## config.mk

```make
export PLATFORM = sky130hd
export DESIGN_NAME = lpmr_ctrl
export DESIGN_NICKNAME = d
export VERILOG_FILES = /design/src/hw/rtl/lpmr_pkg.sv /design/src/hw/rtl/lpmr_ctrl.sv
export SDC_FILE = /design/constraint.sdc
export NUM_CORES = 1
export LEC_CHECK = 0
export ABC_CLOCK_PERIOD_IN_PS = 4600
export BUFFER_PORTS_ARGS = -buffer_cell sky130_fd_sc_hd__buf_2
export CORE_MARGIN = 2
export CORE_UTILIZATION = 28
export DETAILED_ROUTE_END_ITERATION = 8
export PLACE_DENSITY_LB_ADDON = 0.2
export SLEW_MARGIN = 10
export SYNTH_ARGS = -nofsm -noshare
export SYNTH_HDL_FRONTEND = slang
export SYNTH_SLANG_ARGS = --single-unit
```

## constraint.sdc

```tcl
create_clock -name i_clk -period 4.6 [get_ports i_clk]
set_input_delay 0.69 -clock i_clk [delete_from_list [all_inputs] [get_ports i_clk]]
set_output_delay 0.69 -clock i_clk [all_outputs]
set_load 0.01 [all_outputs]
```

## src/hw/rtl/lpmr_pkg.sv

```systemverilog
// Shared types, codes and constants of the length-prefixed message ring.
`default_nettype none

package lpmr_pkg;

    // Default sizing of the ring and of the largest message.
    localparam int C_RING_WORDS        = 256;
    localparam int C_MAX_MESSAGE_WORDS = 16;

    // Width used for byte-length comparisons; the largest message of 16 words is 64 bytes.
    localparam int C_LEN_W = 9;

    // Reset value of the maximum message length register.
    localparam logic [6:0] C_MAX_BYTES_RESET = 7'd64;

    typedef enum logic [1:0] {
        OP_WRITE = 2'd0,
        OP_READ  = 2'd1,
        OP_DEACT = 2'd2
    } t_op;

    typedef enum logic [2:0] {
        ST_OK       = 3'd0,
        ST_TOO_LONG = 3'd1,
        ST_NO_ROOM  = 3'd2,
        ST_INACTIVE = 3'd3,
        ST_LOCK     = 3'd4
    } t_status;

    typedef enum logic [1:0] {
        S_IDLE,
        S_HDR,
        S_RD_HDR,
        S_RD_DATA
    } t_ctl_state;

    typedef enum logic [1:0] {
        RUN_IDLE,
        RUN_WRITING,
        RUN_DISCARD
    } t_run_phase;

    typedef struct packed {
        logic [1:0]  operation;
        logic [7:0]  message_bytes;
        logic [31:0] data_word;
        logic        last_word;
        logic        lock_denied;
    } t_item;

    typedef struct packed {
        t_status     status;
        logic [31:0] read_word;
        logic [6:0]  read_bytes;
        logic        last_result;
    } t_res;

    // Commands from the controller to the datapath.
    typedef struct packed {
        logic    run_start;
        logic    run_word;
        logic    wr_commit;
        logic    set_active;
        logic    hdr_write;
        logic    deact;
        logic    rd_start;
        logic    rd_hdr;
        logic    rd_next;
        logic    res_load;
        logic    res_data;
        t_status res_status;
    } t_cmd;

    // Status from the datapath to the controller.
    typedef struct packed {
        t_status wr_check;
        logic    active;
        logic    empty;
        logic    rd_zero;
        logic    rd_last;
    } t_dp_stat;

endpackage

`default_nettype wire

```

## src/hw/rtl/lpmr_ctrl.sv

```systemverilog
// Controller state machine of the message ring: sequencing, run phase and result valid.
`default_nettype none

module lpmr_ctrl import lpmr_pkg::*; (
    input  logic     i_clk,
    input  logic     i_rst_n,
    input  logic     i_item_valid,
    output logic     o_item_ready,
    input  t_item    i_item,
    output logic     o_res_valid,
    input  logic     i_res_ready,
    input  t_dp_stat i_stat,
    output t_cmd     o_cmd
);

    t_ctl_state r_state, n_state;
    t_run_phase r_phase, n_phase;
    logic       r_res_valid, n_res_valid;
    logic       w_slot_free;
    logic       w_fire;

    assign w_slot_free  = !r_res_valid || i_res_ready;
    assign o_item_ready = (r_state == S_IDLE) && w_slot_free;
    assign w_fire       = i_item_valid && o_item_ready;
    assign o_res_valid  = r_res_valid;

    // Next state and run phase.
    always_comb begin
        n_state = r_state;
        n_phase = r_phase;
        case (r_state)
            S_IDLE: begin
                if (w_fire) begin
                    case (i_item.operation)
                        OP_WRITE: begin
                            case (r_phase)
                                RUN_DISCARD: begin
                                    if (i_item.last_word) n_phase = RUN_IDLE;
                                end
                                RUN_WRITING: begin
                                    if (i_item.last_word) n_phase = RUN_IDLE;
                                end
                                default: begin
                                    if (i_stat.wr_check != ST_OK) begin
                                        n_phase = i_item.last_word ? RUN_IDLE : RUN_DISCARD;
                                    end else begin
                                        n_phase = i_item.last_word ? RUN_IDLE : RUN_WRITING;
                                        n_state = S_HDR;
                                    end
                                end
                            endcase
                        end
                        OP_READ: begin
                            n_phase = RUN_IDLE;
                            if (!i_item.lock_denied && i_stat.active && !i_stat.empty)
                                n_state = S_RD_HDR;
                        end
                        OP_DEACT: begin
                            n_phase = RUN_IDLE;
                        end
                        default: ;
                    endcase
                end
            end
            S_HDR:     n_state = S_IDLE;
            S_RD_HDR:  n_state = i_stat.rd_zero ? S_IDLE : S_RD_DATA;
            S_RD_DATA: begin
                if (w_slot_free && i_stat.rd_last) n_state = S_IDLE;
            end
            default:   n_state = S_IDLE;
        endcase
    end

    // Commands to the datapath.
    always_comb begin
        o_cmd            = '0;
        o_cmd.res_status = ST_OK;
        case (r_state)
            S_IDLE: begin
                if (w_fire) begin
                    case (i_item.operation)
                        OP_WRITE: begin
                            case (r_phase)
                                RUN_DISCARD: ;
                                RUN_WRITING: begin
                                    o_cmd.run_word = 1'b1;
                                    if (i_item.last_word) begin
                                        o_cmd.wr_commit = 1'b1;
                                        o_cmd.res_load  = 1'b1;
                                    end
                                end
                                default: begin
                                    if (i_stat.wr_check != ST_OK) begin
                                        o_cmd.res_load   = 1'b1;
                                        o_cmd.res_status = i_stat.wr_check;
                                        o_cmd.set_active = (i_stat.wr_check == ST_NO_ROOM);
                                    end else begin
                                        o_cmd.run_start = 1'b1;
                                        if (i_item.last_word) begin
                                            o_cmd.wr_commit = 1'b1;
                                            o_cmd.res_load  = 1'b1;
                                        end
                                    end
                                end
                            endcase
                        end
                        OP_READ: begin
                            if (i_item.lock_denied) begin
                                o_cmd.res_load   = 1'b1;
                                o_cmd.res_status = ST_LOCK;
                            end else if (!i_stat.active) begin
                                o_cmd.res_load   = 1'b1;
                                o_cmd.res_status = ST_INACTIVE;
                            end else if (i_stat.empty) begin
                                o_cmd.res_load   = 1'b1;
                                o_cmd.res_status = ST_NO_ROOM;
                            end else begin
                                o_cmd.rd_start = 1'b1;
                            end
                        end
                        OP_DEACT: begin
                            o_cmd.res_load = 1'b1;
                            if (i_item.lock_denied) o_cmd.res_status = ST_LOCK;
                            else                    o_cmd.deact      = 1'b1;
                        end
                        default: ;
                    endcase
                end
            end
            S_HDR: begin
                o_cmd.hdr_write = 1'b1;
            end
            S_RD_HDR: begin
                o_cmd.rd_hdr = 1'b1;
                if (i_stat.rd_zero) o_cmd.res_load = 1'b1;
            end
            S_RD_DATA: begin
                if (w_slot_free) begin
                    o_cmd.rd_next  = 1'b1;
                    o_cmd.res_load = 1'b1;
                    o_cmd.res_data = 1'b1;
                end
            end
            default: ;
        endcase
    end

    assign n_res_valid = o_cmd.res_load ? 1'b1 : (i_res_ready ? 1'b0 : r_res_valid);

    always_ff @(posedge i_clk) begin
        if (!i_rst_n) begin
            r_state     <= S_IDLE;
            r_phase     <= RUN_IDLE;
            r_res_valid <= 1'b0;
        end else begin
            r_state     <= n_state;
            r_phase     <= n_phase;
            r_res_valid <= n_res_valid;
        end
    end

endmodule

`default_nettype wire

```

== Word-level counts from Yosys, hierarchy flattened ==
Index checks and enable logic that the tools add are counted.

* Latch bits: 0
* Output and inout port bits: 16
* Input port bits: 55
* Register bits after elaboration: 5
* Memories kept: 0
* ROM bits: 0
* Memory bits (writable): 0
* Word-level logic and storage cells: 94

* Magnitude comparators: 0
* Divide/modulo/power cells: 0
* Muxes and demuxes: 58
* Shift operators: 0
* $mul: 0
* Reductions and logical operators: 18
* $add $sub $neg: 0
* Bitwise operators: 0
* Equality and inequality tests: 15

{| class="wikitable"
|+ Operator list
! cell !! number
|-
| 2-to-1 mux 2 bit || 14
|-
| 2-to-1 mux 1 bit || 26
|-
| 2-to-1 mux 3 bit || 7
|-
| 2-to-1 mux 4 bit || 3
|-
| inequality test 3 bit (second input constant) || 4
|-
| one-hot mux 3 bit (3 select lines) || 1
|-
| equality test 2 bit (second input constant) || 4
|-
| one-hot mux 2 bit (2 select lines) || 2
|-
| one-hot mux 2 bit (4 select lines) || 1
|-
| equality test 2 x 1 -> 1 bit (second input constant) || 3
|-
| one-hot mux 1 bit (3 select lines) || 2
|-
| AND reduction 6 bit || 1
|-
| logical AND 1 bit || 5
|-
| zero test 2 bit || 2
|-
| inequality test 2 bit (second input constant) || 2
|-
| one-hot mux 1 bit (2 select lines) || 2
|-
| AND reduction 4 bit || 1
|-
| nonzero test 2 bit || 2
|-
| OR reduction 2 bit || 2
|-
| equality test 3 x 2 -> 1 bit (second input constant) || 1
|-
| zero test 1 bit || 3
|-
| inequality test 3 x 1 -> 1 bit (second input constant) || 1
|-
| nonzero test 3 bit || 1
|-
| logical OR 1 bit || 1
|}

== Longest topological paths before layout ==
Gate-level depths: netlist of run 1.

* Depth after elaboration: 7
* Mapped depth: 8
* Gate-level depth less buffers: 6

== Worst setup path after synthesis of run 1 ==
No wires, ideal clock.

* Path type: input to output
* From: input port i_item[42] (netlist name)
* To: output port o_cmd[10] (netlist name)
* Path buffers: 1
* Arrival: 1660 ps
* Cell stages on the path: 5
* Slack: 2250 ps
* Data required time: 3910 ps
* Path through: inv_1 ha_1 clkbuf_1 nand3_1 nor4_1

{| class="wikitable"
|+ RTL lines
! what !! RTL line !! source
|-
| from (decl) || lpmr_ctrl.sv:9 || <nowiki>input t_item i_item,</nowiki>
|-
| to (decl) || lpmr_ctrl.sv:13 || <nowiki>output t_cmd o_cmd</nowiki>
|}

==> results of run 1 <==
stage by stage:
stage	hold slack, ns	total power [W]	cell area, µm²	utilization (%)	worst slack (ns)
final	0.468	0.000141	793	39.6	1.93
after global routing	0.499	0.000155	793	39.6	1.83
after CTS	0.478	0.000144	793	39.6	1.90
after detailed placement	0.459	0.0000924	767	38.3	1.90
after global placement	0.450	0.0000919	767	38.3	1.93
after floorplan	0.435	0.0000756	611	-	2.25
kinds of logic (layout without fill, tap and decap cells):
family / after synthesis / in the layout / share of synthesized area, %
AO/OA/AOI/OAI: 18 / 18 / 19.3
adder cells (fa/ha/maj): 5 / 5 / 10.2
buffers and inverters: 13 / 42 / 9.43
flip-flops: 5 / 5 / 16.4
multiplexers: 3 / 3 / 4.92
AND/OR/NAND/NOR: 38 / 38 / 39.8
power groups by stage:
stage          Combinational (W)  Sequential (W)  Clock (W)
6_report               0.0000444       0.0000467  0.0000500
5_1_grt                0.0000496       0.0000468  0.0000584
4_1_cts                0.0000451       0.0000467  0.0000526
3_5_place_dp           0.0000450       0.0000474          0
3_3_place_gp           0.0000446       0.0000473          0
2_1_floorplan          0.0000286       0.0000471          0
registers in the layout, summed over array words and instances, names as in the netlist:
| signal | cells |
|---|---|
| o_res_valid | 1 |
| r_state | 2 |
| r_phase | 2 |
worst register-to-register path: stages (launching register included):
cell	delay, ns
dfxtp_1	0.32
inv_1	0.05
ha_1	0.43
a21o_1	0.13
o211ai_1	0.10
a311o_1	0.36
a31oi_1	0.17
worst paths after layout:
path,endpoint,cells past startpoint,startpoint,slack (ns)
max reg2reg,o_res_valid,6,r_phase[1],2.98
max,o_cmd[4],7,i_item[43],1.93
min,r_phase[0],2,r_phase[0],0.47
min reg2reg,r_phase[0],2,r_phase[0],0.47
cell type report:
cell class,count,share of cell area [%]
Tap cell,27,4.26
Clock buffer,4,3.31
Multi-Input combinational cell,64,57.1
Inverter,8,3.79
Sequential cell,5,12.6
Timing Repair Buffer,30,18.9
cells in the final DEF, fill, tap and decap left out, types with 3 or more instances in the layout:
cell / synthesis / routed
buf_2: 1 / 30
inv_1: 8 / 8
nand2_1: 6 / 6
a21oi_1: 5 / 5
ha_1: 5 / 5
dfxtp_1: 5 / 5
o21ai_0: 4 / 4
nand2b_1: 4 / 4
nand3_1: 4 / 4
nor2_1: 4 / 4
a31oi_1: 3 / 3
mux2i_1: 3 / 3
clkbuf_4: 0 / 3
cell usage after synthesis (2+ instances only):
library cell and instances:
ha_1 5, inv_1 8, nand2_1 6, o211ai_1 2, nor3_1 2, a21oi_1 5, nor3b_1 2, nor4_1 2
o21ai_0 4, mux2i_1 3, nand2b_1 4, buf_4 2, dfxtp_1 5, nor2_1 4, nand3_1 4, clkbuf_1 2
nor2b_1 2, a31oi_1 3, or3_1 2
per-layer routing:
metal / track usage, % / up-vias
li1: - / 352
met3: 5.36 / 0
met5: 0 / -
met1: 15.1 / 299
met2: 20.4 / 28
met4: 1.35 / 0
==> metrics.md, run 1 <==
| Metric | Value |
|---|---|
| Status | finished, final reports clean |
| Syn Nets | about 140 |
| Power share of the clock group | 35.4% |
| Final period utilization | about three fifths |
| Worst slew pin tran | 0.374 ns |
| Share of cells above drive strength 1 | roughly 34% |
| Metal3 WL | around 120 µm |
| Bufs on Longest Clock Path | 2 |
| Fin cells | between 100 and 150 |
| GRT Residual Overflow | 0 |
| Core ar. | approximately 2000 µm² |
| DRT Pass-1 Iters | 4 |
| Worst path most repeated cell | buf_2 |
| Worst path top cell family by delay | compound AO/OA/AOI/OAI gates |
| WL met1 | around 710 µm |
| Worst-path maximum fanout | 11 |
| # setup viols final | 0 |
| CTS Buf Count | 3 |
| Post-CTS Setup Repair Bufs | 0 |
| GPL Wtd Cong | ~0.74 |
| Vias per cell | ~4.9 |
| Wire per inst | between 10 and 15 µm |
| Row Count | 16 |
| Critical Path Source Type | input pin |
| Die ar. | roughly 2600 µm² |
| Worst slew margin | 74.7% |
| Clock root cell | clkbuf_4 |
| Register area | ~100 µm² |
| Vias post-DR | 679 |
| Int Power | just under 0.0001 W |
| Cell taking the most area after synthesis | dfxtp_1 |
| CTS resizes | 0 |
| Reg power frac | 33.1% |
| Multi-input logic area | between 400 and 500 µm² |
| Slew Limit Fails | 0 |
| Top-level I/O count | 71 |
| Vias in the first global route | about 580 |
| # nets final | 172 |
| DRC | 0 |
| Metal2 WL | approximately 680 µm |
| Placed cell count | approximately 130 |
| Area growth syn-to-layout | 29.9% |
| DPL Wire Length | about 1300 µm |
| Clock skew | between 0.0015 and 0.002 ns |
| Synth unique cells | 34 |
| Final ANT Viol Nets | 0 |
| Max layer used | met3 |
| RSZ-0062 raised after global routing | false |
| Peak supply drop | 0.149 mV |
| P_sw | about 0.000043 W |
| Hold/Removal Path Class | flop to flop |
| Final TNS setup | 0 ns |
| Post-synth EDFFs | 0 |
| Initial Utilization | between 30% and 40% |
| CP peak stage delay | between 0.3 and 0.4 ns |
| Prevailing post-synth register cell | dfxtp_1 |
| Hold Violations, Final | 0 |
| Static Leak | between 0.3 and 0.4 nW |
| Largest net degree at the start of global routing | 12 |
| Crit-path cells | buf_2, inv_1, ha_1, o211ai_1, a311o_1, nand2b_1, buf_2 |
| First-pass GRT wire length | around 2400 µm |
| Synth Area per Inst | ~7.4 µm² |
| Top post-synthesis cells by area | dfxtp_1 16%, ha_1 10%, mux2i_1 4.9% |
| Die height | between 50 and 60 µm |
| Antenna cells | 0 |
| Yosys top cell area share | between 10% and 20% |
| Fmax | about 0.37 GHz |
| Fin crit period | around 2.7 ns |
| Ys async rst share | 0% |
| H-tree Lvls | 1 |
| Mapped cell area | about 600 µm² |
| Initial DRC count | 6 |
| CTS tree | built |
| Clock input transition at the sequential cells of the worst setup and hold paths | roughly 0.040 ns |
| MaxCap Viol Count | 0 |
| Max stage delay cell, worst path | ha_1 |
| Required @ worst endpoint | 3.91 ns |
| Sequential share of the synthesized area | between 15 and 20% |
| Gate power share | 31.5% |
| Die W | a little over 50 µm |
| CP Capture Type | output pin |
| Final WL | 1510 µm |
| CTS Hold Bufs | 0 |
| Crit Path Category | input pin to output pin |
| Power density over the cells | about 180 nW/µm² |
| Flops & latches, synth | 5 |
| Synth warn | 0 |
| CP bufs+invs | 3 |
| Total global-route track usage | between 10% and 20% |
| Worst endpoint data arrival time | 1.98 ns |
| CTS Sinks | 5 |
| Switching Share | between 30 and 40% |
| Latest clock arrival within the worst-skew pair | around 0.24 ns |
| Antenna violations before repair | 0 |
| I/O Buffers | 30 |
| Fill cells | 243 |
| Mapped Cells | slightly above 80 |
No activity file was read; power rests on OpenSTA's default activity.
==> run 2: changes to the inputs <==
Settings changed: ABC_CLOCK_PERIOD_IN_PS 4600 to 2400.
Clock period 4.6 ns to 2.4 ns, I/O delays scaled along.
==> metrics.md, run 2 (synthesis gave the netlist of run 1 again) <==
| Metric | Value |
|---|---|
| Status | finished, final reports clean (unchanged) |
| Total Power | 0.000273 W (was 0.000141 W) |
| Hold/Removal Path Class | input pin to flop (was flop to flop) |
| Required @ worst endpoint | 2.04 ns (was 3.91 ns) |
| I/O Buffers | 30 (unchanged) |
| CTS resizes | 0 (unchanged) |
| Fill cells | 221 (was 243) |
| Row Count | 16 (unchanged) |
| Core ar. | 2000 µm² (unchanged) |
| CTS Sinks | 5 (unchanged) |
| CTS Buf Count | 3 (unchanged) |
| CTS Hold Bufs | 0 (unchanged) |
| Initial DRC count | 7 (was 6) |
| Vias in the first global route | 572 (was 577) |
| Clock skew | 0.000394 ns (was 0.00188 ns) |
| Slew Limit Fails | 0 (unchanged) |
| First-pass GRT wire length | 2390 µm (unchanged) |
| Final period utilization | between 80% and 90% |
| R2R Setup Slk | 0.81 ns (was 2.98 ns) |
| Crit Path Category | flop to output pin (was input pin to output pin) |
| Worst slew margin | 76.3% (was 74.7%) |
| Die W | 50.7 µm (unchanged) |
| Power density over the cells | 341 nW/µm² (was 178 nW/µm²) |
| # setup viols final | 0 (unchanged) |
| DPL Wire Length | 1270 µm (about the same) |
| Worst endpoint data arrival time | 1.79 ns (was 1.98 ns) |
| Worst-path maximum fanout | 9 (was 11) |
| Worst slew pin tran | 0.350 ns (was 0.374 ns) |
| Final WL | 1510 µm (about the same) |
| RSZ-0062 raised after global routing | false (unchanged) |
| MaxCap Viol Count | 0 (unchanged) |
| Hold Violations, Final | 0 (unchanged) |
| CP Capture Type | output pin (unchanged) |
| Total global-route track usage | 12.2% (was 12.3%) |
| Static Leak | 0.403 nW (was 0.398 nW) |
| Area growth syn-to-layout | 31.1% (was 29.9%) |
| CTS tree | built (unchanged) |
| Most frequent cells in the layout | 30 x buf_2, 8 x inv_1, 6 x nand2_1 (unchanged) |
| Largest net degree at the start of global routing | 12 (unchanged) |
| Commonest non-fill, non-tap cell in the layout | buf_2 (unchanged) |
| Wire per inst | 10.9 µm (was 11.0 µm) |
| Die height | 50.7 µm (unchanged) |
| Antenna violations before repair | 0 (unchanged) |
| DRC | 0 (unchanged) |
| Vias per cell | 4.81 (was 4.92) |
| Clock input transition at the sequential cells of the worst setup and hold paths | 0.04 ns (about the same) |
| GRT Residual Overflow | 0 (unchanged) |
| DRT Pass-1 Iters | 4 (unchanged) |
| H-tree Lvls | 1 (unchanged) |
| Fin crit period | 2.15 ns |
| GPL Wtd Cong | 0.748 (was 0.744) |
| Critical Path Source Type | flop (was input pin) |
| Die ar. | 2570 µm² (unchanged) |
| Share of cells above drive strength 1 | 34.8% (was 34.2%) |
| Top-level I/O count | 71 (unchanged) |
| Bufs on Longest Clock Path | 2 (unchanged) |
| Initial Utilization | 30.5% (unchanged) |
| Fmax | approximately 0.47 GHz |
| Latest clock arrival within the worst-skew pair | 0.24 ns (about the same) |
| Final TNS setup | 0 ns (unchanged) |
| Post-CTS Setup Repair Bufs | 0 (unchanged) |
| Peak supply drop | 0.302 mV (was 0.149 mV) |
| Final ANT Viol Nets | 0 (unchanged) |
| Clock root cell | clkbuf_4 (unchanged) |
| Vias post-DR | 668 (was 679) |
| # nets final | 173 (was 172) |
| Antenna cells | 0 (unchanged) |
## run 2: cell type report
type                       count  area, µm²  share of cell area (%)
multi-input combinational     64        453                    56.6
timing repair buffer          31        158                    19.7
sequential                     5        100                    12.5
tap                           27       33.8                    4.22
inverter                       8       30.0                    3.75
clock buffer                   4       26.3                    3.28
## run 2: worst paths after layout
kind	from	endpoint	depth (start not counted)
worst max register to register	r_phase[1]	o_res_valid	6
worst max-delay path	r_phase[1]	o_cmd[4]	7
worst min register to register	r_phase[1]	r_phase[1]	2
worst min-delay path	i_rst_n	r_phase[0]	3
## run 2: power breakdown
part | leakage (nW) | switching (W) | total [W] | internal, W
sequential | 0.0405 | 0.00000307 | 0.0000893 | 0.0000862
clock | 0.0150 | 0.0000353 | 0.0000983 | 0.0000629
combinational | 0.347 | 0.0000470 | 0.0000859 | 0.0000388
total | 0.403 | 0.0000854 | 0.000273 | 0.000188
## run 2: metrics by stage
step                      setup WS (ns)  std cells  instance area [µm²]  hold slack, ns  util, %
final                             0.253        139                  801           0.395     40.0
after global routing              0.123        139                  801           0.390     40.0
after CTS                         0.224        139                  801           0.393     40.0
after detailed placement          0.497        135                  774           0.462     38.7
after global placement            0.500        135                  774           0.449     38.7
after floorplan                   0.627         82                  611           0.435        -
## run 2: routing by layer
layer	up-vias	global-route usage [%]	wire length, µm
met4	0	2.70	8
met1	292	14.4	691
met2	21	19.5	676
met3	2	6.25	133
li1	353	-	-
met5	-	0	0
## run 2: critical path, stage by stage, from the launching register on
cell and delay (ns):
dfxtp_1 0.32, inv_1 0.04, ha_1 0.43, a21o_1 0.12, o211ai_1 0.09, a311o_1 0.35, nand2b_1 0.07, buf_2 0.12
